$ cat config.mk
export PLATFORM = sky130hd
export DESIGN_NAME = tqms_ctrl
export DESIGN_NICKNAME = d
export VERILOG_FILES = /design/src/hw/rtl/tone_queue_and_music_sequencer_top_defines.svh /design/src/hw/rtl/tqms_pkg.sv /design/src/hw/rtl/tqms_ctrl.sv
export SDC_FILE = /design/constraint.sdc
export NUM_CORES = 1
export LEC_CHECK = 0
export BUFFER_PORTS_ARGS = -buffer_cell sky130_fd_sc_hd__buf_2
export CORE_AREA = 2 2 39 41
export DETAILED_ROUTE_END_ITERATION = 10
export DIE_AREA = 0 0 41 43
export HOLD_SLACK_MARGIN = 0.03
export MAX_ROUTING_LAYER = met4
export SLEW_MARGIN = 20
export SYNTH_ARGS = -nofsm -noshare
export SYNTH_HDL_FRONTEND = slang
export SYNTH_SLANG_ARGS = --single-unit
$ cat constraint.sdc
create_clock -name clk -period 2.1 [get_ports clk]
set_clock_uncertainty 0.05 [all_clocks]
set_input_delay 0.315 -clock clk [delete_from_list [all_inputs] [get_ports clk]]
set_output_delay 0.315 -clock clk [all_outputs]
set_load 0.005 [all_outputs]
$ cat src/hw/rtl/tone_queue_and_music_sequencer_top_defines.svh
// Assertion helpers for the tone sequencer. Both expect clk and arst_n in scope.
`ifndef TONE_QUEUE_AND_MUSIC_SEQUENCER_TOP_DEFINES_SVH
`define TONE_QUEUE_AND_MUSIC_SEQUENCER_TOP_DEFINES_SVH

`ifndef SYNTH
// same-cycle implication
`define TQMS_ASSERT_NOW(lbl, ante, cons, msg) \
	lbl: assert property (@(posedge clk) disable iff (!arst_n) (ante) |-> (cons)) \
		else $error(msg);
// next-cycle implication
`define TQMS_ASSERT_NEXT(lbl, ante, cons, msg) \
	lbl: assert property (@(posedge clk) disable iff (!arst_n) (ante) |=> (cons)) \
		else $error(msg);
`else
`define TQMS_ASSERT_NOW(lbl, ante, cons, msg)
`define TQMS_ASSERT_NEXT(lbl, ante, cons, msg)
`endif

`endif

$ cat src/hw/rtl/tqms_pkg.sv
`timescale 1ns / 1ps
package tqms_pkg;

	// field widths
	localparam int REQ_W  = 3;
	localparam int FREQ_W = 16;
	localparam int DUR_W  = 16;
	localparam int IDX_W  = 6;
	localparam int LEN_W  = 7;
	localparam int CNT_W  = 8;
	localparam int ENT_W  = FREQ_W + DUR_W;

	// storage
	localparam int QUEUE_DEPTH = 128;
	localparam int MUSIC_DEPTH = 64;
	localparam int QAW = (QUEUE_DEPTH > 1) ? $clog2(QUEUE_DEPTH) : 1;
	localparam int QFW = $clog2(QUEUE_DEPTH + 1);
	localparam int MAW = (MUSIC_DEPTH > 1) ? $clog2(MUSIC_DEPTH) : 1;
	localparam int MLW = (MUSIC_DEPTH > 1) ? $clog2(MUSIC_DEPTH + 1) : 1;

	// timer input clock and the divider built around it
	localparam int PIT_W = 21;
	localparam logic [PIT_W-1:0] PIT_CLOCK = 21'd1193180;
	localparam int DIV_CW = $clog2(PIT_W);

	// configuration port
	localparam int CFG_IDX_W  = 1;
	localparam int CFG_DATA_W = 1;

	typedef enum logic [CFG_IDX_W-1:0] {
		CFG_MUTE  = 1'b0,
		CFG_PAUSE = 1'b1
	} cfg_reg_t;

	typedef enum logic [REQ_W-1:0] {
		REQ_TICK    = 3'd0,
		REQ_ENQUEUE = 3'd1,
		REQ_LOAD    = 3'd2,
		REQ_START   = 3'd3,
		REQ_CLEAR   = 3'd4
	} req_t;

	typedef enum logic [2:0] {
		ST_IDLE,
		ST_DECODE,
		ST_READ_Q,
		ST_READ_M,
		ST_DIV,
		ST_DONE
	} state_t;

	// controller -> datapath
	typedef struct packed {
		logic load_in;    // capture input beat
		logic q_push;     // enqueue note
		logic drop;       // enqueue refused, queue full
		logic m_load;     // write music table slot
		logic m_start;    // start / stop music
		logic q_clear;    // empty the queue
		logic q_read;     // read queue head
		logic m_read;     // read current music entry
		logic q_adv;      // count down / retire queue head
		logic m_adv;      // music tick bookkeeping
		logic sel_music;  // tone comes from music entry
		logic gate_off;   // silence speaker
		logic div_start;  // launch divisor computation
		logic tone_set;   // take quotient, speaker on
		logic out_load;   // capture result beat
	} cmd_t;

	// datapath -> controller
	typedef struct packed {
		req_t req;
		logic q_empty;
		logic q_full;
		logic music_on;
		logic tone_off;
		logic div_busy;
		logic div_done;
	} sts_t;

endpackage

$ cat src/hw/rtl/tqms_ctrl.sv
`timescale 1ns / 1ps
module tqms_ctrl import tqms_pkg::*; (
	input  logic clk,
	input  logic arst_n,
	input  logic in_valid,
	output logic in_ready,
	output logic out_valid,
	input  logic out_ready,
	input  sts_t sts,
	output cmd_t cmd
);

	state_t state_q;
	state_t state_d;
	logic   out_valid_q;
	logic   out_free;

	assign out_free = !out_valid_q || out_ready;

	always_comb begin
		state_d = state_q;
		unique case (state_q)
			ST_IDLE: begin
				if (in_valid)
					state_d = ST_DECODE;
			end
			ST_DECODE: begin
				state_d = ST_DONE;
				if (sts.req == REQ_TICK) begin
					if (!sts.q_empty)
						state_d = ST_READ_Q;
					else if (sts.music_on)
						state_d = ST_READ_M;
				end
			end
			ST_READ_Q, ST_READ_M: begin
				state_d = sts.tone_off ? ST_DONE : ST_DIV;
			end
			ST_DIV: begin
				if (sts.div_done)
					state_d = ST_DONE;
			end
			ST_DONE: begin
				if (out_free)
					state_d = ST_IDLE;
			end
			default: state_d = ST_IDLE;
		endcase
	end

	always_comb begin
		cmd      = '0;
		in_ready = 1'b0;
		unique case (state_q)
			ST_IDLE: begin
				in_ready    = 1'b1;
				cmd.load_in = in_valid;
			end
			ST_DECODE: begin
				unique case (sts.req)
					REQ_TICK: begin
						if (!sts.q_empty)
							cmd.q_read = 1'b1;
						else if (sts.music_on)
							cmd.m_read = 1'b1;
						else
							cmd.gate_off = 1'b1;
					end
					REQ_ENQUEUE: begin
						if (sts.q_full)
							cmd.drop = 1'b1;
						else
							cmd.q_push = 1'b1;
					end
					REQ_LOAD:  cmd.m_load  = 1'b1;
					REQ_START: cmd.m_start = 1'b1;
					REQ_CLEAR: cmd.q_clear = 1'b1;
					default: ;
				endcase
			end
			ST_READ_Q: begin
				cmd.q_adv     = 1'b1;
				cmd.gate_off  = sts.tone_off;
				cmd.div_start = !sts.tone_off;
			end
			ST_READ_M: begin
				cmd.m_adv     = 1'b1;
				cmd.sel_music = 1'b1;
				cmd.gate_off  = sts.tone_off;
				cmd.div_start = !sts.tone_off;
			end
			ST_DIV: begin
				cmd.tone_set = sts.div_done;
			end
			ST_DONE: begin
				cmd.out_load = out_free;
			end
			default: ;
		endcase
	end

	always_ff @(posedge clk or negedge arst_n) begin
		if (!arst_n) begin
			state_q     <= ST_IDLE;
			out_valid_q <= 1'b0;
		end else begin
			state_q <= state_d;
			if (cmd.out_load)
				out_valid_q <= 1'b1;
			else if (out_ready)
				out_valid_q <= 1'b0;
		end
	end

	assign out_valid = out_valid_q;

endmodule

Word level (Yosys, flattened, before mapping)
Index checks and enable logic that the tools add are counted.
{"block": "classes", "eq_ne": 12, "muxes": 32, "reduce_logical": 8}
{"cell": "$mux 1", "n": 20}
{"cell": "$mux 3", "n": 6}
{"cell": "$pmux 3 s5", "n": 1}
{"cell": "$eq 3x2->1 const B", "n": 4}
{"cell": "$eq 3x3->1 const B", "n": 3}
{"cell": "$mux 7", "n": 1}
{"cell": "$eq 3x1->1 const B", "n": 2}
{"cell": "$logic_not 3->1", "n": 2}
{"cell": "$mux 2", "n": 3}
{"cell": "$ne 2x2->1 const B", "n": 3}
{"cell": "$reduce_and 3->1", "n": 1}
{"cell": "$logic_not 1->1", "n": 2}
{"cell": "$pmux 1 s2", "n": 1}
{"cell": "$reduce_bool 2->1", "n": 1}
{"cell": "$reduce_or 2->1", "n": 1}
{"cell": "$logic_or 1x1->1", "n": 1}
{"block": "word_totals", "reg_bits": 4, "output_inout_bits": 17, "wordCells": 54}

Logic depth before layout (Yosys ltp)
{"block": "depth", "ltp_word": 4, "depth_mapped": 4, "depth_no_buf": 3}

Worst setup path after synthesis
OpenSTA, ideal clock, no wires.
{"block": "synth_path", "path_type": "register -> output", "start": "reg state_q[2]", "end": "out cmd[12] (netlist name)", "t_arrival_ns": 1.191, "slack_ns": 0.544, "path_stages_with_launch": 5, "cell_sequence": "dfrtp_1 -> buf_2 -> nor4b_4 -> nand2_1 -> nor3b_1"}
{"item": "start, declared", "line": "tqms_ctrl.sv:13", "rtl": "state_t state_q;"}
{"item": "start signal, assigned", "line": "tqms_ctrl.sv:107", "rtl": "state_q <= state_d;"}
{"item": "end, declared", "line": "tqms_ctrl.sv:10", "rtl": "output cmd_t cmd"}

==> reports/qor.yml <==
pwr:
  static-leakage-power_nw: 0.298
  worst_ir_drop_vdd_uv: 383
  switching_share: 0.384
  power.share.sequential: 0.349
  p_switching_mw: 0.185
  power.density_cell_area_nw_per_um2: 874
  combinationalPowerShare: 0.454
  power_report.internal_total_mw: 0.297
  share_of_power_burned_in_the_clock_network: 0.197
global_routing:
  antenna_found_initial: 0
  grt-ovfl-total: 0
  grt_pass1_wl_mm: 1.41
  pin_count_of_the_biggest_net_entering_global_routing: 12
  number_of_global_route_vias_before_repair: 377
  globalRouteTotalUtil: 0.123
worst_hold_path:
  hold_class: "input pin to flop"
  worst_hold_path.num_cells: 3
timing:
  layout_worst_path_cycle_share: 0.921
  worst_pin_slew_ps: 360
  report.final.setup_viol: 0
  final-hold-violation-count: 0
  hold-worst-slack_ps: 318
  worst_slew_margin_rel: 0.760
  setup_repair_after_global_routing_missed_its_margin: "false"
  drv_slew: 0
  final.setup.tns_ps: 0
  post-route-min-period_ps: 1930
  max_clock_freq_mhz: 517
floorplanning:
  placeableCoreArea_sq_um: 1380
  die_area_sq_um: 1760
  fp.dieW_um: 41
  placementRows: 14
  start_util: 0.275
  io_pins: 30
  floorplan.die.height_um: 43
logic_synthesis:
  ys_warn_count: 0
  post_synth_instance_area_sq_um: 380
  synthCells: 47
  yosys_register_bits: 4
  synthesis.area_per_instance_sq_um: 8.09
  ys_seq_area_frac: 0.263
  synth.distinct_cells: 23
  synth_fp_nets: 60
critical_path:
  cp_data_arrival_time_ps: 1570
  critical_path_required_ps: 1740
  critPathLaunchType: "flop"
  rr_worst_depth: 3
  setup.worst_path.end_class: "output pin"
  worstPathMaxFanout: 11
  critical_path_type: "flop to output pin"
place:
  gp_routability_congestion: 0.659
  place.port_buffers: 28
  dp_wirelength_um: 766
clock_network:
  clock-sinks: 4
  clock_tree.buffer_depth: 2
  clock_latency_ps: 240
  count_of_cells_resized_by_post_cts_repair: 0
  clk_root_buffer_cell: "clkbuf_4"
  tritoncts_buffer_count: 3
  cts_setup_buffers: 0
  cts_tree: "yes"
  cts_hold_buf: 1
  clkSlewWorstSetupHoldPaths_ps: 40
  htree_num_levels: 1
route:
  remaining_drc_errors: 0
  detail_route.iter0.violations: 3
  firstDrtPassIters: 2
  detail_route.wl_per_cell_um: 10.5
  wirelength_um: 954
  antenna_violating_nets_post_route: 0
  drt-vias-per-instance: 4.87
  num_vias: 443
finish:
  seq_area_sq_um: 100
  multiInputGateArea_sq_um: 258
  share_of_final_layout_standard_cells_stronger_than_drive_strength_1: 0.453
  filler_cell_count: 155
  finish.net_count: 90
  n_antenna_cell: 0
  area_delta_synth_final_pct: 44.7
flow_run:
  maxCapViolations: 0
outcome:
  outcome: "complete, no violations"
-- cells by family after synthesis --
kind of cell	share of synthesized area
AOI/OAI and AO/OA	0.171
buffers and inverters	0.0592
DFF	0.263
and+or+nand+nor	0.507
-- critical path, cell delays in order (launching register included) --
cell,delay (ps)
dfrtp_1,490
nor4b_4,410
nand2_1,120
nor3b_1,190
buf_2,140
-- per-layer routing --
metal / vias to the layer above / part of all wire / track usage
met5: - / 0 / -
met4: 0 / 0.014 / 0.100
met3: 2 / 0.062 / 0.0314
met2: 14 / 0.52 / 0.188
met1: 200 / 0.40 / 0.124
li1: 227 / - / -
-- cells in the final DEF, fill, tap and decap left out, types with 2 or more instances in the layout --
| cell type | n |
|---|---|
| buf_2 | 28 |
| nor2_1 | 9 |
| nand2_1 | 5 |
| dfrtp_1 | 4 |
| nor2b_1 | 3 |
| clkbuf_4 | 3 |
| and2_1 | 2 |
| nand2b_1 | 2 |
| nor3_1 | 2 |
| nor3b_1 | 2 |
| and3_1 | 2 |
-- Yosys cell counts --
library cell,n,area (sq um)
a21boi_0,1,7.51
a21o_1,1,7.51
a221oi_2,1,15.0
a22oi_1,1,7.51
a32o_1,1,10.0
and2_1,2,12.5
and3_1,2,12.5
buf_2,3,15.0
buf_4,1,7.51
dfrtp_1,4,100
nand2_1,5,18.8
nand2b_1,2,12.5
nand3b_1,1,7.51
nor2_1,9,33.8
nor2b_1,3,18.8
nor3_1,2,10.0
nor3b_1,2,15.0
nor4_1,1,6.26
nor4b_4,1,23.8
nor4bb_1,1,10.0
o32ai_1,1,8.76
o41ai_1,1,8.76
or4_4,1,11.3
-- sequential cells by signal, indices dropped and copies added (netlist names) --
signal	cells
out_valid	1
state_q	3
-- power by group through the flow --
| stage | Combinational [mW] | Sequential, mW | Clock (mW) |
|---|---|---|---|
| 4_1_cts | 0.224 | 0.168 | 0.102 |
| 3_3_place_gp | 0.219 | 0.168 | 0 |
| 6_report | 0.218 | 0.168 | 0.0950 |
| 3_5_place_dp | 0.222 | 0.169 | 0 |
| 5_1_grt | 0.254 | 0.178 | 0.104 |
| 2_1_floorplan | 0.197 | 0.121 | 0 |
-- final timing paths --
| path | from | to | slack, ps |
|---|---|---|---|
| max in group asynchronous | arst_n | state_q[2] | 1520 |
| setup / recovery | state_q[2] | cmd[12] | 170 |
| min in group asynchronous | arst_n | state_q[0] | 360 |
| hold / removal | sts[3] | state_q[1] | 320 |
| setup reg to reg | state_q[1] | state_q[0] | 760 |
| hold reg to reg | out_valid | out_valid | 470 |
-- through the flow --
step / std cells / util / setup slack, ps / instance area (sq um) / power, mW
after floorplan: 47 / - / 544 / 380 / 0.318
after global routing: 91 / 0.398 / 29.7 / 551 / 0.535
final: 91 / 0.398 / 166 / 551 / 0.481
after global placement: 87 / 0.374 / 409 / 518 / 0.387
after CTS: 91 / 0.398 / 142 / 551 / 0.493
after detailed placement: 87 / 0.374 / 396 / 518 / 0.391
-- layout make-up --
type | instances | share of cell area
flip-flops and latches | 4 | 0.182
well taps | 16 | 0.0364
clock buffers | 3 | 0.0409
multi-input cells | 39 | 0.468
repair buffers | 29 | 0.273
Note: power is estimated with default switching activity, not from simulation.
